[config.mk]
export PLATFORM = sky130hd
export DESIGN_NAME = line_clip_and_point_sampler_flat
export DESIGN_NICKNAME = d
export VERILOG_FILES = /design/src/rtl/lcps_pkg.sv /design/src/rtl/lcps_if.sv /design/src/rtl/lcps_front.sv /design/src/rtl/lcps_muldiv.sv /design/src/rtl/lcps_back.sv /design/src/rtl/line_clip_and_point_sampler.sv /design/src/flat_wrapper.sv
export SDC_FILE = /design/constraint.sdc
export NUM_CORES = 2
export LEC_CHECK = 0
export BUFFER_PORTS_ARGS = -buffer_cell sky130_fd_sc_hd__buf_2
export CAP_MARGIN = 0
export CORE_ASPECT_RATIO = 0.7
export CORE_MARGIN = 2
export CORE_UTILIZATION = 40
export CTS_CLUSTER_DIAMETER = 40
export DETAILED_ROUTE_END_ITERATION = 7
export GPL_TIMING_DRIVEN = 0
export HOLD_SLACK_MARGIN = 0.12
export PLACE_DENSITY_LB_ADDON = 0.2
export REMOVE_ABC_BUFFERS = 1
export SLEW_MARGIN = 20
export SYNTH_ARGS = -nofsm -noshare
export SYNTH_HDL_FRONTEND = slang
export SYNTH_SLANG_ARGS = --single-unit
[constraint.sdc]
create_clock -name clk -period 11.7 [get_ports clk]
set_input_delay 0.585 -clock clk [delete_from_list [all_inputs] [get_ports clk]]
set_output_delay 0.585 -clock clk [all_outputs]
set_load 0.02 [all_outputs]
[src/rtl/lcps_pkg.sv]
// Shared constants, types and state encodings of the line clip and point sampler.
package lcps_pkg;

  localparam int CW = 32;                 // coordinate width, signed Q16.16
  localparam int DW = CW + 1;             // difference and magnitude width
  localparam int PW = 2 * DW;             // product width
  localparam int QW = 36;                 // saturating quotient width
  localparam logic [QW-1:0] QSAT = QW'(64'd1 << 35);

  localparam int MAX_POINTS = 64;
  localparam int CNT_W = 7;               // point_count register width
  localparam int IDX_W = $clog2(MAX_POINTS);
  localparam logic [CNT_W-1:0] MAX_CNT = CNT_W'(MAX_POINTS);

  localparam int STEP_W = 7;
  localparam logic [STEP_W-1:0] MUL_STEPS = STEP_W'(DW);
  localparam logic [STEP_W-1:0] DIV_STEPS = STEP_W'(PW);

  localparam int QDEPTH = 2;
  localparam int QA_W = 1;
  localparam int QC_W = 2;

  localparam int CFG_IDX_W = 3;
  localparam logic [CFG_IDX_W-1:0] REG_X_MIN = 3'd0;
  localparam logic [CFG_IDX_W-1:0] REG_X_MAX = 3'd1;
  localparam logic [CFG_IDX_W-1:0] REG_Y_MIN = 3'd2;
  localparam logic [CFG_IDX_W-1:0] REG_Y_MAX = 3'd3;
  localparam logic [CFG_IDX_W-1:0] REG_COUNT = 3'd4;

  typedef struct packed {
    logic signed [CW-1:0] sx;
    logic signed [CW-1:0] sy;
    logic signed [CW-1:0] ex;
    logic signed [CW-1:0] ey;
    logic                 is_line;
  } job_t;

  typedef struct packed {
    logic signed [CW-1:0] x_min;
    logic signed [CW-1:0] x_max;
    logic signed [CW-1:0] y_min;
    logic signed [CW-1:0] y_max;
    logic [CNT_W-1:0]     count;
  } view_cfg_t;

  typedef struct packed {
    logic          start;
    logic [DW-1:0] a;
    logic [DW-1:0] b;
    logic [DW-1:0] d;
  } md_req_t;

  typedef struct packed {
    logic          done;
    logic [QW-1:0] q;
    logic [DW-1:0] r;
    logic [QW-1:0] mag;
  } md_rsp_t;

  typedef enum logic [1:0] {MD_IDLE, MD_MUL, MD_DIV} md_state_t;

  typedef enum logic [3:0] {
    BK_IDLE, BK_CLIP_ISSUE, BK_CLIP_WAIT, BK_INTERP,
    BK_DIVX, BK_DIVX_WAIT, BK_DIVY, BK_DIVY_WAIT, BK_EMIT
  } back_state_t;

endpackage

[src/rtl/lcps_if.sv]
// Channel interfaces: input items, result points and configuration writes.
interface lcps_in_if;
  import lcps_pkg::*;
  logic                 valid;
  logic                 ready;
  logic signed [CW-1:0] start_x;
  logic signed [CW-1:0] start_y;
  logic signed [CW-1:0] end_x;
  logic signed [CW-1:0] end_y;
  logic                 is_line;
  modport source (output valid, start_x, start_y, end_x, end_y, is_line, input ready);
  modport sink (input valid, start_x, start_y, end_x, end_y, is_line, output ready);
endinterface

interface lcps_out_if;
  import lcps_pkg::*;
  logic                 valid;
  logic                 ready;
  logic signed [CW-1:0] point_x;
  logic signed [CW-1:0] point_y;
  logic                 last_point;
  modport source (output valid, point_x, point_y, last_point, input ready);
  modport sink (input valid, point_x, point_y, last_point, output ready);
endinterface

interface lcps_cfg_if;
  import lcps_pkg::*;
  logic                 valid;
  logic                 ready;
  logic [CFG_IDX_W-1:0] index;
  logic [CW-1:0]        data;
  modport source (output valid, index, data, input ready);
  modport sink (input valid, index, data, output ready);
endinterface

[src/rtl/lcps_front.sv]
// Front end: accepts items, drops degenerate lines and queues jobs for the back end.
module lcps_front (
  input  logic          clk,
  input  logic          rst_n,
  lcps_in_if.sink       in_ch,
  output lcps_pkg::job_t job,
  output logic          job_valid,
  input  logic          job_ready
);
  import lcps_pkg::*;

  job_t            mem_r [QDEPTH];
  logic [QA_W-1:0] wp_r, wp_nxt, rp_r, rp_nxt;
  logic [QC_W-1:0] cnt_r, cnt_nxt;
  logic            keep, push, pop;
  job_t            in_job;

  assign in_job.sx      = in_ch.start_x;
  assign in_job.sy      = in_ch.start_y;
  assign in_job.ex      = in_ch.end_x;
  assign in_job.ey      = in_ch.end_y;
  assign in_job.is_line = in_ch.is_line;

  // A line through two equal points has no direction and yields nothing.
  assign keep = !(in_ch.is_line && in_ch.start_x == in_ch.end_x &&
                  in_ch.start_y == in_ch.end_y);
  assign in_ch.ready = (cnt_r != QC_W'(QDEPTH));
  assign push = in_ch.valid && in_ch.ready && keep;
  assign job_valid = (cnt_r != '0);
  assign job = mem_r[rp_r];
  assign pop = job_valid && job_ready;

  always_comb begin
    wp_nxt = push ? wp_r + 1'b1 : wp_r;
    rp_nxt = pop ? rp_r + 1'b1 : rp_r;
    cnt_nxt = cnt_r + QC_W'(push) - QC_W'(pop);
  end

  always_ff @(posedge clk) begin
    if (!rst_n) begin
      wp_r  <= '0;
      rp_r  <= '0;
      cnt_r <= '0;
    end else begin
      wp_r  <= wp_nxt;
      rp_r  <= rp_nxt;
      cnt_r <= cnt_nxt;
    end
    if (push) begin
      mem_r[wp_r] <= in_job;
    end
  end

endmodule

[src/rtl/lcps_muldiv.sv]
// Shared sequential unit: round(a*b/d) by shift-add multiply and restoring divide.
module lcps_muldiv (
  input  logic              clk,
  input  logic              rst_n,
  input  lcps_pkg::md_req_t req,
  output lcps_pkg::md_rsp_t rsp
);
  import lcps_pkg::*;

  md_state_t         state_r, state_nxt;
  logic [PW-1:0]     mcand_r, mcand_nxt, prod_r, prod_nxt;
  logic [DW-1:0]     mplier_r, mplier_nxt, d_r, d_nxt, rem_r, rem_nxt;
  logic [QW-1:0]     q_r, q_nxt;
  logic [STEP_W-1:0] cnt_r, cnt_nxt;
  logic              done_r, done_nxt;
  logic [DW:0]       sh, diffv;
  logic              ge;
  logic [QW:0]       qn;

  always_comb begin
    sh    = {rem_r, prod_r[PW-1]};
    ge    = sh >= {1'b0, d_r};
    diffv = sh - {1'b0, d_r};
    qn    = {q_r, ge};

    state_nxt  = state_r;
    mcand_nxt  = mcand_r;
    prod_nxt   = prod_r;
    mplier_nxt = mplier_r;
    d_nxt      = d_r;
    rem_nxt    = rem_r;
    q_nxt      = q_r;
    cnt_nxt    = cnt_r;
    done_nxt   = 1'b0;

    case (state_r)
      MD_IDLE: begin
        if (req.start) begin
          mcand_nxt  = {{(PW-DW){1'b0}}, req.a};
          mplier_nxt = req.b;
          prod_nxt   = '0;
          d_nxt      = req.d;
          rem_nxt    = '0;
          q_nxt      = '0;
          cnt_nxt    = MUL_STEPS;
          state_nxt  = MD_MUL;
        end
      end
      MD_MUL: begin
        if (mplier_r[0]) begin
          prod_nxt = prod_r + mcand_r;
        end
        mcand_nxt  = {mcand_r[PW-2:0], 1'b0};
        mplier_nxt = {1'b0, mplier_r[DW-1:1]};
        cnt_nxt    = cnt_r - 1'b1;
        if (cnt_r == STEP_W'(1)) begin
          cnt_nxt   = DIV_STEPS;
          state_nxt = MD_DIV;
        end
      end
      MD_DIV: begin
        rem_nxt  = ge ? diffv[DW-1:0] : sh[DW-1:0];
        prod_nxt = {prod_r[PW-2:0], 1'b0};
        // Once the quotient passes the limit it stays pinned there.
        q_nxt    = (qn > {1'b0, QSAT}) ? QSAT : qn[QW-1:0];
        cnt_nxt  = cnt_r - 1'b1;
        if (cnt_r == STEP_W'(1)) begin
          done_nxt  = 1'b1;
          state_nxt = MD_IDLE;
        end
      end
      default: state_nxt = MD_IDLE;
    endcase
  end

  always_ff @(posedge clk) begin
    if (!rst_n) begin
      state_r <= MD_IDLE;
      done_r  <= 1'b0;
    end else begin
      state_r <= state_nxt;
      done_r  <= done_nxt;
    end
    mcand_r  <= mcand_nxt;
    prod_r   <= prod_nxt;
    mplier_r <= mplier_nxt;
    d_r      <= d_nxt;
    rem_r    <= rem_nxt;
    q_r      <= q_nxt;
    cnt_r    <= cnt_nxt;
  end

  assign rsp.done = done_r;
  assign rsp.q    = q_r;
  assign rsp.r    = rem_r;
  assign rsp.mag  = (q_r < QSAT && {rem_r, 1'b0} >= {1'b0, d_r}) ? q_r + 1'b1 : q_r;

endmodule

[src/rtl/lcps_back.sv]
// Back end: clips lines to the viewport, sets up interpolation and emits points.
module lcps_back (
  input  logic                clk,
  input  logic                rst_n,
  input  lcps_pkg::job_t      job,
  input  logic                job_valid,
  output logic                job_ready,
  input  lcps_pkg::view_cfg_t cfg,
  output lcps_pkg::md_req_t   md_req,
  input  lcps_pkg::md_rsp_t   md_rsp,
  output logic                out_valid,
  input  logic                out_ready,
  output logic [lcps_pkg::CW-1:0] point_x,
  output logic [lcps_pkg::CW-1:0] point_y,
  output logic                last_point
);
  import lcps_pkg::*;

  function automatic logic [DW-1:0] mag33(input logic [DW-1:0] v);
    return v[DW-1] ? (~v + 1'b1) : v;
  endfunction

  back_state_t      state_r, state_nxt;
  job_t             job_r, job_nxt;
  logic [1:0]       op_r, op_nxt;
  logic [1:0]       hits_r, hits_nxt;
  logic             neg_r, neg_nxt;
  logic [CW-1:0]    ax_r, ax_nxt, ay_r, ay_nxt, bx_r, bx_nxt, by_r, by_nxt;
  logic [CNT_W-1:0] n_r, n_nxt;
  logic [IDX_W-1:0] m_r, m_nxt, idx_r, idx_nxt;
  logic [DW-1:0]    qsx_r, qsx_nxt, qsy_r, qsy_nxt, qax_r, qax_nxt, qay_r, qay_nxt;
  logic [IDX_W-1:0] rsx_r, rsx_nxt, rsy_r, rsy_nxt, rax_r, rax_nxt, ray_r, ray_nxt;
  logic             negx_r, negx_nxt, negy_r, negy_nxt;
  logic [CW-1:0]    px_r, px_nxt, py_r, py_nxt;
  logic             last_r, last_nxt, oval_r, oval_nxt;

  // Clip operation set-up, derived from the current edge, and point interpolation terms.
  logic             vert;
  logic [CW-1:0]    ev, base, lo, hi, s_perp;
  logic [DW-1:0]    dx, dy, num, den, off;
  logic             op_ok;
  logic [DW+3:0]    val;
  logic             in_rng;
  logic [DW-1:0]    diff_x, diff_y;
  logic [CNT_W-1:0] n_sat;
  logic             rnd_x, rnd_y, ld;
  logic [DW:0]      sum_x, sum_y;
  logic [DW+1:0]    ptx, pty;
  logic [IDX_W:0]   rsum_x, rsum_y;

  always_comb begin
    dx   = {job_r.ex[CW-1], job_r.ex} - {job_r.sx[CW-1], job_r.sx};
    dy   = {job_r.ey[CW-1], job_r.ey} - {job_r.sy[CW-1], job_r.sy};
    vert = !op_r[1];
    case (op_r)
      2'd0:    ev = cfg.x_min;
      2'd1:    ev = cfg.x_max;
      2'd2:    ev = cfg.y_min;
      default: ev = cfg.y_max;
    endcase
    s_perp = vert ? job_r.sx : job_r.sy;
    off    = {ev[CW-1], ev} - {s_perp[CW-1], s_perp};
    num    = vert ? dy : dx;
    den    = vert ? dx : dy;
    base   = vert ? job_r.sy : job_r.sx;
    lo     = vert ? cfg.y_min : cfg.x_min;
    hi     = vert ? cfg.y_max : cfg.x_max;
    op_ok  = (den != '0);
    val    = {{5{base[CW-1]}}, base} +
             (neg_r ? -{1'b0, md_rsp.mag} : {1'b0, md_rsp.mag});
    in_rng = $signed(val) >= $signed({{5{lo[CW-1]}}, lo}) &&
             $signed(val) <= $signed({{5{hi[CW-1]}}, hi});

    diff_x = {bx_r[CW-1], bx_r} - {ax_r[CW-1], ax_r};
    diff_y = {by_r[CW-1], by_r} - {ay_r[CW-1], ay_r};
    if (cfg.count == '0) begin
      n_sat = CNT_W'(1);
    end else if (cfg.count > MAX_CNT) begin
      n_sat = MAX_CNT;
    end else begin
      n_sat = cfg.count;
    end

    rnd_x  = (n_r != CNT_W'(1)) && ({rax_r, 1'b0} >= {1'b0, m_r});
    rnd_y  = (n_r != CNT_W'(1)) && ({ray_r, 1'b0} >= {1'b0, m_r});
    sum_x  = {1'b0, qax_r} + (DW+1)'(rnd_x);
    sum_y  = {1'b0, qay_r} + (DW+1)'(rnd_y);
    ptx    = {{3{ax_r[CW-1]}}, ax_r} + (negx_r ? -{1'b0, sum_x} : {1'b0, sum_x});
    pty    = {{3{ay_r[CW-1]}}, ay_r} + (negy_r ? -{1'b0, sum_y} : {1'b0, sum_y});
    rsum_x = {1'b0, rax_r} + {1'b0, rsx_r};
    rsum_y = {1'b0, ray_r} + {1'b0, rsy_r};
  end

  always_comb begin
    state_nxt = state_r;
    job_nxt   = job_r;
    op_nxt    = op_r;
    hits_nxt  = hits_r;
    neg_nxt   = neg_r;
    ax_nxt = ax_r; ay_nxt = ay_r; bx_nxt = bx_r; by_nxt = by_r;
    n_nxt = n_r; m_nxt = m_r; idx_nxt = idx_r;
    qsx_nxt = qsx_r; qsy_nxt = qsy_r; rsx_nxt = rsx_r; rsy_nxt = rsy_r;
    qax_nxt = qax_r; qay_nxt = qay_r; rax_nxt = rax_r; ray_nxt = ray_r;
    negx_nxt = negx_r; negy_nxt = negy_r;
    px_nxt = px_r; py_nxt = py_r; last_nxt = last_r;
    oval_nxt = oval_r && !out_ready;
    job_ready = 1'b0;
    md_req.start = 1'b0;
    md_req.a = mag33(num);
    md_req.b = mag33(off);
    md_req.d = mag33(den);
    ld = !oval_r || out_ready;

    case (state_r)
      BK_IDLE: begin
        job_ready = 1'b1;
        if (job_valid) begin
          job_nxt = job;
          ax_nxt = job.sx; ay_nxt = job.sy; bx_nxt = job.ex; by_nxt = job.ey;
          op_nxt = '0;
          hits_nxt = '0;
          state_nxt = job.is_line ? BK_CLIP_ISSUE : BK_INTERP;
        end
      end
      BK_CLIP_ISSUE: begin
        if (op_ok) begin
          md_req.start = 1'b1;
          neg_nxt = num[DW-1] ^ off[DW-1] ^ den[DW-1];
          state_nxt = BK_CLIP_WAIT;
        end else if (op_r == 2'd3) begin
          state_nxt = BK_IDLE;
        end else begin
          op_nxt = op_r + 1'b1;
        end
      end
      BK_CLIP_WAIT: begin
        if (md_rsp.done) begin
          if (in_rng) begin
            hits_nxt = hits_r + 1'b1;
            if (hits_r == 2'd0) begin
              ax_nxt = vert ? ev : val[CW-1:0];
              ay_nxt = vert ? val[CW-1:0] : ev;
            end else begin
              bx_nxt = vert ? ev : val[CW-1:0];
              by_nxt = vert ? val[CW-1:0] : ev;
            end
          end
          // The first two crossings win; later edges are not looked at.
          if (in_rng && hits_r == 2'd1) begin
            state_nxt = BK_INTERP;
          end else if (op_r == 2'd3) begin
            state_nxt = BK_IDLE;
          end else begin
            op_nxt = op_r + 1'b1;
            state_nxt = BK_CLIP_ISSUE;
          end
        end
      end
      BK_INTERP: begin
        n_nxt = n_sat;
        m_nxt = IDX_W'(n_sat - 1'b1);
        idx_nxt = '0;
        qax_nxt = '0; rax_nxt = '0; qay_nxt = '0; ray_nxt = '0;
        qsx_nxt = '0; rsx_nxt = '0; qsy_nxt = '0; rsy_nxt = '0;
        negx_nxt = 1'b0; negy_nxt = 1'b0;
        state_nxt = (n_sat == CNT_W'(1)) ? BK_EMIT : BK_DIVX;
      end
      BK_DIVX: begin
        md_req.start = 1'b1;
        md_req.a = mag33(diff_x);
        md_req.b = DW'(1);
        md_req.d = DW'(m_r);
        negx_nxt = diff_x[DW-1];
        state_nxt = BK_DIVX_WAIT;
      end
      BK_DIVX_WAIT: begin
        if (md_rsp.done) begin
          qsx_nxt = md_rsp.q[DW-1:0];
          rsx_nxt = md_rsp.r[IDX_W-1:0];
          state_nxt = BK_DIVY;
        end
      end
      BK_DIVY: begin
        md_req.start = 1'b1;
        md_req.a = mag33(diff_y);
        md_req.b = DW'(1);
        md_req.d = DW'(m_r);
        negy_nxt = diff_y[DW-1];
        state_nxt = BK_DIVY_WAIT;
      end
      BK_DIVY_WAIT: begin
        if (md_rsp.done) begin
          qsy_nxt = md_rsp.q[DW-1:0];
          rsy_nxt = md_rsp.r[IDX_W-1:0];
          state_nxt = BK_EMIT;
        end
      end
      BK_EMIT: begin
        if (ld) begin
          px_nxt = ptx[CW-1:0];
          py_nxt = pty[CW-1:0];
          last_nxt = (CNT_W'(idx_r) == n_r - 1'b1);
          oval_nxt = 1'b1;
          idx_nxt = idx_r + 1'b1;
          // Step the running quotient and remainder of i*|D|/m.
          if (rsum_x >= {1'b0, m_r}) begin
            rax_nxt = IDX_W'(rsum_x - {1'b0, m_r});
            qax_nxt = qax_r + qsx_r + 1'b1;
          end else begin
            rax_nxt = rsum_x[IDX_W-1:0];
            qax_nxt = qax_r + qsx_r;
          end
          if (rsum_y >= {1'b0, m_r}) begin
            ray_nxt = IDX_W'(rsum_y - {1'b0, m_r});
            qay_nxt = qay_r + qsy_r + 1'b1;
          end else begin
            ray_nxt = rsum_y[IDX_W-1:0];
            qay_nxt = qay_r + qsy_r;
          end
          if (CNT_W'(idx_r) == n_r - 1'b1) begin
            state_nxt = BK_IDLE;
          end
        end
      end
      default: state_nxt = BK_IDLE;
    endcase
  end

  always_ff @(posedge clk) begin
    if (!rst_n) begin
      state_r <= BK_IDLE;
      oval_r  <= 1'b0;
    end else begin
      state_r <= state_nxt;
      oval_r  <= oval_nxt;
    end
    job_r <= job_nxt; op_r <= op_nxt; hits_r <= hits_nxt; neg_r <= neg_nxt;
    ax_r <= ax_nxt; ay_r <= ay_nxt; bx_r <= bx_nxt; by_r <= by_nxt;
    n_r <= n_nxt; m_r <= m_nxt; idx_r <= idx_nxt;
    qsx_r <= qsx_nxt; qsy_r <= qsy_nxt; rsx_r <= rsx_nxt; rsy_r <= rsy_nxt;
    qax_r <= qax_nxt; qay_r <= qay_nxt; rax_r <= rax_nxt; ray_r <= ray_nxt;
    negx_r <= negx_nxt; negy_r <= negy_nxt;
    px_r <= px_nxt; py_r <= py_nxt; last_r <= last_nxt;
  end

  assign out_valid  = oval_r;
  assign point_x    = px_r;
  assign point_y    = py_r;
  assign last_point = last_r;

endmodule

[src/rtl/line_clip_and_point_sampler.sv]
// Each multiply-divide runs 33 multiply and 66 divide steps in one shared unit.
// A segment item needs up to two of them, a line item up to six, then one point per cycle
// while the receiver is ready; the back end works on one item at a time.
// A two-entry job queue lets new items arrive while the back end works.
// Synchronous active-low reset empties the queue, idles the sequencers and restores the
// viewport to +/-10.0 with 64 points per item.
module line_clip_and_point_sampler (
  input  logic       clk,
  input  logic       rst_n,
  lcps_in_if.sink    in_ch,
  lcps_out_if.source out_ch,
  lcps_cfg_if.sink   cfg_ch
);
  import lcps_pkg::*;

  view_cfg_t cfg_r, cfg_nxt;
  job_t      job;
  logic      job_valid, job_ready;
  md_req_t   md_req;
  md_rsp_t   md_rsp;

  assign cfg_ch.ready = 1'b1;

  always_comb begin
    cfg_nxt = cfg_r;
    if (cfg_ch.valid) begin
      case (cfg_ch.index)
        REG_X_MIN: cfg_nxt.x_min = cfg_ch.data;
        REG_X_MAX: cfg_nxt.x_max = cfg_ch.data;
        REG_Y_MIN: cfg_nxt.y_min = cfg_ch.data;
        REG_Y_MAX: cfg_nxt.y_max = cfg_ch.data;
        REG_COUNT: cfg_nxt.count = cfg_ch.data[CNT_W-1:0];
        default:   cfg_nxt = cfg_r;
      endcase
    end
  end

  always_ff @(posedge clk) begin
    if (!rst_n) begin
      cfg_r.x_min <= -CW'(655360);
      cfg_r.x_max <= CW'(655360);
      cfg_r.y_min <= -CW'(655360);
      cfg_r.y_max <= CW'(655360);
      cfg_r.count <= MAX_CNT;
    end else begin
      cfg_r <= cfg_nxt;
    end
  end

  lcps_front u_front (
    .clk       (clk),
    .rst_n     (rst_n),
    .in_ch     (in_ch),
    .job       (job),
    .job_valid (job_valid),
    .job_ready (job_ready)
  );

  lcps_muldiv u_muldiv (
    .clk   (clk),
    .rst_n (rst_n),
    .req   (md_req),
    .rsp   (md_rsp)
  );

  lcps_back u_back (
    .clk        (clk),
    .rst_n      (rst_n),
    .job        (job),
    .job_valid  (job_valid),
    .job_ready  (job_ready),
    .cfg        (cfg_r),
    .md_req     (md_req),
    .md_rsp     (md_rsp),
    .out_valid  (out_ch.valid),
    .out_ready  (out_ch.ready),
    .point_x    (out_ch.point_x),
    .point_y    (out_ch.point_y),
    .last_point (out_ch.last_point)
  );

endmodule

[src/flat_wrapper.sv]
// flat-port wrapper written by rule: the top's interface ports become plain ports
module line_clip_and_point_sampler_flat import lcps_pkg::*;
  (clk, rst_n, in_ch_valid, in_ch_start_x, in_ch_start_y, in_ch_end_x, in_ch_end_y, in_ch_is_line, in_ch_ready, out_ch_valid, out_ch_point_x, out_ch_point_y, out_ch_last_point, out_ch_ready, cfg_ch_valid, cfg_ch_index, cfg_ch_data, cfg_ch_ready);
  lcps_in_if in_ch_i ();
  lcps_out_if out_ch_i ();
  lcps_cfg_if cfg_ch_i ();
  input  logic clk;
  input  logic rst_n;
  input wire logic [$bits(in_ch_i.valid)-1:0] in_ch_valid;
  input wire logic [$bits(in_ch_i.start_x)-1:0] in_ch_start_x;
  input wire logic [$bits(in_ch_i.start_y)-1:0] in_ch_start_y;
  input wire logic [$bits(in_ch_i.end_x)-1:0] in_ch_end_x;
  input wire logic [$bits(in_ch_i.end_y)-1:0] in_ch_end_y;
  input wire logic [$bits(in_ch_i.is_line)-1:0] in_ch_is_line;
  output wire logic [$bits(in_ch_i.ready)-1:0] in_ch_ready;
  output wire logic [$bits(out_ch_i.valid)-1:0] out_ch_valid;
  output wire logic [$bits(out_ch_i.point_x)-1:0] out_ch_point_x;
  output wire logic [$bits(out_ch_i.point_y)-1:0] out_ch_point_y;
  output wire logic [$bits(out_ch_i.last_point)-1:0] out_ch_last_point;
  input wire logic [$bits(out_ch_i.ready)-1:0] out_ch_ready;
  input wire logic [$bits(cfg_ch_i.valid)-1:0] cfg_ch_valid;
  input wire logic [$bits(cfg_ch_i.index)-1:0] cfg_ch_index;
  input wire logic [$bits(cfg_ch_i.data)-1:0] cfg_ch_data;
  output wire logic [$bits(cfg_ch_i.ready)-1:0] cfg_ch_ready;
  assign in_ch_i.valid = in_ch_valid;
  assign in_ch_i.start_x = in_ch_start_x;
  assign in_ch_i.start_y = in_ch_start_y;
  assign in_ch_i.end_x = in_ch_end_x;
  assign in_ch_i.end_y = in_ch_end_y;
  assign in_ch_i.is_line = in_ch_is_line;
  assign in_ch_ready = in_ch_i.ready;
  assign out_ch_valid = out_ch_i.valid;
  assign out_ch_point_x = out_ch_i.point_x;
  assign out_ch_point_y = out_ch_i.point_y;
  assign out_ch_last_point = out_ch_i.last_point;
  assign out_ch_i.ready = out_ch_ready;
  assign cfg_ch_i.valid = cfg_ch_valid;
  assign cfg_ch_i.index = cfg_ch_index;
  assign cfg_ch_i.data = cfg_ch_data;
  assign cfg_ch_ready = cfg_ch_i.ready;
  line_clip_and_point_sampler u_core (.clk(clk), .rst_n(rst_n), .in_ch(in_ch_i), .out_ch(out_ch_i), .cfg_ch(cfg_ch_i));
endmodule
Word-level counts from Yosys, hierarchy flattened:

Memories as Yosys holds them, arrays and structs flattened. A register that Yosys moved wholly into a read port is not among the register bits.
Index checks and enable logic that the tools add are counted.

* output and inout bits: 68
* word-level logic and storage cells: 317
* register bits after elaboration: 924
* memories: 1
* memory bits (writable): 258

* order comparisons: 11
* $add $sub $neg: 39
* reduce and logical (&&, ||, !) cells: 57
* bitwise logic cells: 7
* equality and inequality tests: 41
* multiplexer cells: 115

Memory list
* u_core.u_front.mem_r: words 2, width 129, rd ports 1, clocked after memory_dff 1, wr ports 1, line lcps_front.sv:12 `job_t mem_r [QDEPTH];`

Operators with widths (number)
* 2-to-1 mux 32 bit: 24
* 2-to-1 mux 33 bit: 15
* case mux 33 bit (2 select lines): 6
* case mux 32 bit (2 select lines): 4
* adder 33 x 1 -> 33 bit, second input constant: 7
* 2-to-1 mux 66 bit: 3
* case mux 66 bit (3 select lines): 1
* case mux 99 bit (2 select lines): 1
* NOT 33 bit: 5
* subtractor 32 x 32 -> 33 bit: 5
* case mux 66 bit (2 select lines): 1
* 2-to-1 mux 36 bit: 3
* case mux 32 bit (3 select lines): 1
* case mux 36 bit (2 select lines): 1
* greater-or-equal comparator 34 x 33 -> 1 bit: 2
* adder 33 bit: 2
* adder 66 bit: 1
* adder 32 x 1 -> 32 bit: 2
* adder 32 bit: 2
* == test 32 bit: 2
* negation 32 bit: 2
* case mux 6 bit (2 select lines): 5
* 2-to-1 mux 4 bit: 10
* adder 37 bit: 1
* 60 further kinds: 164

Logic depth before layout (Yosys ltp):

* depth in word-level cells: 12
* gate-level depth with buffers: 44
* gate-level depth less buffers: 42

Hierarchy:

A second synthesis with hierarchy kept.

* cell total of the unflattened synthesis: 8707
* area total of the unflattened synthesis: 84350.9 um^2

By module, submodules not included
* lcps_back: cells each 5974, seq. area each 15084.5 um^2, instances 1, area an instance 51189.1 um^2
* lcps_muldiv: cells each 1707, seq. area each 8287.9 um^2, instances 1, area an instance 17735.8 um^2
* lcps_front: cells each 530, seq. area each 7847.5 um^2, instances 1, area an instance 10278.6 um^2
* line_clip_and_point_sampler: cells each 496, seq. area each 2702.6 um^2, instances 1, area an instance 5147.4 um^2

Least setup slack after synthesis:

OpenSTA, ideal clock, no wires.

* path type: register to register
* start: register u_core.u_back.op_r[1]
* end: register u_core.u_back.ax_r[0] (enable)
* stages on the path, launching flop included: 37
* data arrival time: 10.555 ns
* clock period less this slack: 11.041 ns
* required time: 11.214 ns
* setup slack: 0.659 ns
* buffers on the path: 7
* path through: edfxtp_1 clkbuf_1 buf_1 clkbuf_1 clkbuf_1 buf_1 clkbuf_1 clkbuf_1 mux2_2 ha_1 fa_1 a21o_1 a21oi_1 o21ai_0 a21oi_1 o21bai_1 a22o_1 o31ai_1 o21ba_2 nand2b_1 nand2_1 a21oi_1 xnor2_1 inv_1 ha_1 a21o_1 a21o_1 a21o_1 a21o_1 a21o_1 a211oi_1 o21ai_0 a211oi_1 mux2i_1 a2bb2oi_1 a21oi_1 nor2_1

* word-level cells in the longest chain between the ends: 6
* elaborated cells on any way between the ends: 9
* those cells by class: add/sub (1); order compare (2); eq/ne (1); mux (3); reduce/logical (2)

RTL lines
* from (decl): line lcps_back.sv:25 `logic [1:0] op_r, op_nxt;`
* from (signal assigned): line lcps_back.sv:237 `job_r <= job_nxt; op_r <= op_nxt; hits_r <= hits_nxt; neg_r <= neg_nxt;`
* 2-to-1 mux 32 bit: line lcps_back.sv:65 `base = vert ? job_r.sy : job_r.sx;`
* adder 37 bit: line lcps_back.sv:69 `val = {{5{base[CW-1]}}, base} +`
* greater-or-equal comparator 37 x 32 -> 1 bit or less-or-equal comparator 37 x 32 -> 1 bit (tied branches): line lcps_back.sv:71, lcps_back.sv:72
* logical AND 1 bit *: line lcps_back.sv:71 `in_rng = $signed(val) >= $signed({{5{lo[CW-1]}}, lo}) &&`
* inequality test 2 bit (no source line) *
* AND reduction 5 bit (no source line) *
* to (signal assigned): line lcps_back.sv:238 `ax_r <= ax_nxt; ay_r <= ay_nxt; bx_r <= bx_nxt; by_r <= by_nxt;`
* to (decl): line lcps_back.sv:28 `logic [CW-1:0] ax_r, ax_nxt, ay_r, ay_nxt, bx_r, bx_nxt, by_r, by_nxt;`

Every way passes the cells marked *; elsewhere a longest branch is shown, timed or not.
A chain may end at the register's enable or synchronous reset.

Worst setup path in the final report:

* start: register u_core.u_muldiv.rem_r[4]
* end: register u_core.u_back.ay_r[29] (enable)

* word-level cells in the longest chain between the ends: 10
* elaborated cells on any way between the ends: 11
* those cells by class: add/sub (2); order compare (3); eq/ne (1); mux (2); reduce/logical (3)

RTL lines
* from (decl): line lcps_muldiv.sv:12 `logic [DW-1:0] mplier_r, mplier_nxt, d_r, d_nxt, rem_r, rem_nxt;`
* from (signal assigned): line lcps_muldiv.sv:88 `rem_r <= rem_nxt;`
* greater-or-equal comparator 34 x 33 -> 1 bit *: line lcps_muldiv.sv:96 `assign rsp.mag = (q_r < QSAT && {rem_r, 1'b0} >= {1'b0, d_r}) ? q_r + 1'b1 : q_r;`
* logical AND 1 bit *: line lcps_muldiv.sv:96
* 2-to-1 mux 36 bit *: line lcps_muldiv.sv:96
* negation 36 -> 37 bit: line lcps_back.sv:70 `(neg_r ? -{1'b0, md_rsp.mag} : {1'b0, md_rsp.mag});`
* 2-to-1 mux 37 bit *: line lcps_back.sv:70
* adder 37 bit *: line lcps_back.sv:69
* greater-or-equal comparator 37 x 32 -> 1 bit or less-or-equal comparator 37 x 32 -> 1 bit (tied branches): line lcps_back.sv:71, lcps_back.sv:72
* logical AND 1 bit *: line lcps_back.sv:71
* inequality test 2 bit (no source line) *
* AND reduction 5 bit (no source line) *
* to (signal assigned): line lcps_back.sv:238
* to (decl): line lcps_back.sv:28

Marks and branches as above.

==> key figures <==
Setup path
  – Worst setup path category: reg -> reg
  – CP required: roughly 12 ns
  – Worst EP arrival: between 10 and 15 ns
  – CP max-delay cell: a221oi_1
  – Top cell by count, worst path: a21oi_1
  – Startpoint Class: flop
  – Slowest stage delay, CP: between 0.7 and 0.8 ns
  – Endpoint type of the worst setup path: flop
  – CP Max Fanout: 19

Global routing
  – Vias in the first global route: approximately 66k
  – Grt total ovfl: 0
  – Largest net degree at the start of global routing: 104
  – Global-route wire length before repair: approximately 450,000 um
  – Gr usage total: between 20 and 30%
  – Initial antenna violation count: 39

Synth
  – Synthesized area: around 0.083 sq mm
  – Leading area contributor after synthesis: edfxtp_1
  – Ys async rst share: 0%
  – Top cell type's share of synthesized area: 37.2%
  – Syn Area/Cell: approximately 9.5 sq um
  – Syn Inst Count: 8,767
  – Post-synth top flop: edfxtp_1
  – Synth warn: 0
  – Count of different cell masters after synthesis: ~110
  – Post-synth EDFFs: roughly 1.0k
  – Top cells by area, synth: edfxtp_1 (37%), ha_1 (8.4%), xnor2_1 (4.9%), nand2_1 (4.6%), xor2_1 (3.7%)
  – Seq/Total Area, Yosys: approximately two fifths
  – Seq cells post-synth: approximately 1.2k

Outcome
  – Status: finished clean

Route
  – Initial DRT Pass Iterations: 6
  – Total wire length: between 300,000 and 400,000 um
  – Final ANT Viol Nets: 0
  – Via density: roughly 5.8
  – Initial DRC count: roughly 8.4k
  – DRC: 0
  – Routed WL per cell: approximately 26 um
  – Via count: between 70k and 80k

STA
  – Final period utilization: 96.8%
  – Total negative slack: 0 ns
  – Final Hold Viols: 0
  – Unrepaired setup endpoints after global routing: false
  – F_max: 88.3 MHz
  – Final worst path period need: 11.32 ns
  – Slew margin rel.: under 10%
  – # setup viols final: 0
  – Clk_skew: roughly 0.053 ns
  – Max-slew violations: 0
  – Worst slew pin tran: ~1.5 ns

Final layout
  – Leading cell type in the layout, fill and taps excluded: edfxtp_1
  – Layout Nets: a little under 10k
  – Area growth syn-to-layout: 17.5%
  – Commonest non-fill, non-tap cells in the layout: edfxtp_1 (1,031), nand2_1 (1,014), nor2_1 (621), a21oi_1 (578), ha_1 (555)
  – Fraction of layout cells with a size suffix above 1: a little under an eighth

Clock network
  – Root buffer selected by CTS: clkbuf_16
  – CTS max path bufs: 4
  – Clock latency on the worst-skew pair: ~0.86 ns
  – CTS sink cnt: roughly 1.2k
  – Clock slew at reported path FFs: 0.06 ns
  – CTS buffer count: 198
  – TritonCTS clock tree: done
  – H-Tree Depth: 4

Floorplan
  – Core Area: around 0.21 sq mm
  – Initial core utilization: around two fifths
  – Top-level port count: between 200 and 250
  – Die extent in y: approximately 390 um
  – Chip width: approximately 550 um
  – Row cnt: 140
  – Die area: ~0.21 sq mm

Placed design
  – DP Wirelength: approximately 250,000 um
  – PortBufs: about 240
  – Gpl congestion: approximately 1

Run
  – Max-cap violations: 0

Min path
  – Worst Hold Class: in -> reg
sequential cells by signal, indices dropped and copies added, names as in the netlist, 33 cells and up, named ones only:
| name | flops |
|---|---|
| u_core.cfg_r | 135 |
| u_core.u_muldiv.rem_r | 33 |
| u_core.u_muldiv.prod_r | 66 |
| u_core.u_muldiv.q_r | 36 |
| u_core.u_muldiv.d_r | 33 |
| u_core.u_muldiv.mplier_r | 33 |
| u_core.u_back.job_r | 128 |
| u_core.u_muldiv.mcand_r | 66 |
| u_core.u_front.mem_r | 258 |
layout make-up:
class	count	area (sq um)
Inverter	384	1450
Antenna cell	11	27.5
Clock buffer	214	5050
Tap cell	2769	3460
Fill cell	19500	110000
Multi-Input combinational cell	6844	46900
Sequential cell	1179	33900
Timing Repair Buffer	543	5250
Clock inverter	149	1660
cells in the mapped netlist, types with 17 or more instances:
| master | number |
|---|---|
| o21ai_0 | 467 |
| nand3b_1 | 18 |
| nand2b_1 | 81 |
| a21oi_1 | 581 |
| a211oi_1 | 83 |
| a21o_1 | 249 |
| nand2_1 | 1020 |
| o21bai_1 | 68 |
| edfxtp_1 | 1031 |
| mux2_2 | 163 |
| a22o_1 | 35 |
| o21a_1 | 84 |
| inv_1 | 383 |
| ha_1 | 556 |
| nand3_1 | 230 |
| nor3b_1 | 20 |
| nor4_1 | 53 |
| dfxtp_1 | 148 |
| and3_1 | 91 |
| nand4_1 | 103 |
| o22ai_1 | 23 |
| clkbuf_1 | 309 |
| mux2i_1 | 193 |
| a31oi_1 | 74 |
| buf_1 | 37 |
| a2111oi_0 | 19 |
| and2_1 | 199 |
| nor2_1 | 635 |
| a221oi_1 | 19 |
| and4_1 | 18 |
| xor2_1 | 355 |
| nor3_1 | 139 |
| or4_1 | 21 |
| or3_1 | 67 |
| a211o_1 | 23 |
| a21boi_0 | 128 |
| o211ai_1 | 44 |
| o31a_1 | 17 |
| o31ai_1 | 54 |
| xnor2_1 | 468 |
| nor2b_1 | 90 |
| or2_2 | 43 |
critical path, delay by kind of cell (launching register included):
kind            cells  cell delay (ns)
fa+ha+maj           4             1.30
xor+xnor            4             1.09
flops               1             0.48
compound gates     23             6.53
simple gates        3             0.39
buf+inv             7             1.15
logic make-up (layout without fill, tap and decap cells):
kind of cell,Yosys count,after routing,synth area share [%]
adders and majority gates,572,572,8.74
buffers and inverters,744,1290,3.38
DFF,1179,1179,40.8
xor gates and xnor gates,824,824,8.69
muxes,356,356,4.53
AOI/OAI and AO/OA,2191,2191,17.2
other,1,12,0.00451
and+or+nand+nor,2900,2900,16.7
final timing paths:
kind | from | to | slack, ns | cells after the start
min reg2reg | u_core.cfg_r[49] | u_core.cfg_r[49] | 0.47 | 2
max | u_core.u_muldiv.rem_r[4] | u_core.u_back.ay_r[29] | 0.38 | 41
max reg2reg | u_core.u_muldiv.rem_r[4] | u_core.u_back.ay_r[29] | 0.38 | 41
min | cfg_ch_index[0] | u_core.cfg_r[42] | 0.18 | 4
per-stage QoR:
step	instances	instance area, sq um	worst slack [ns]	util [%]	hold slack (ns)
floorplan	8407	81900	-7.63	-	0.451
global placement	11400	86500	-19.62	41.7	0.467
detailed placement	11500	89300	-0.0577	43.0	0.468
CTS	12100	97600	0.0791	47.0	0.134
global route	12100	97700	0.0469	47.1	0.183
finish	12100	97800	0.380	47.1	0.184
metal layers:
layer	track usage [%]	wire [um]
met5	0	13
met4	9.18	10500
met3	5.69	28200
met2	41.6	128000
met1	42.3	145000
timing repair:
item,in CTS,in global routing
gates resized for setup,1,7
pin swaps,0,2
hold buffers,158,0
setup endpoints to repair,21,128
endpoints found under the hold margin,384,0
buffers inserted,0,11
Power is left out: the tool's default activity adds up to more than one toggle a clock period on the data nets, which glitch-free logic cannot reach.
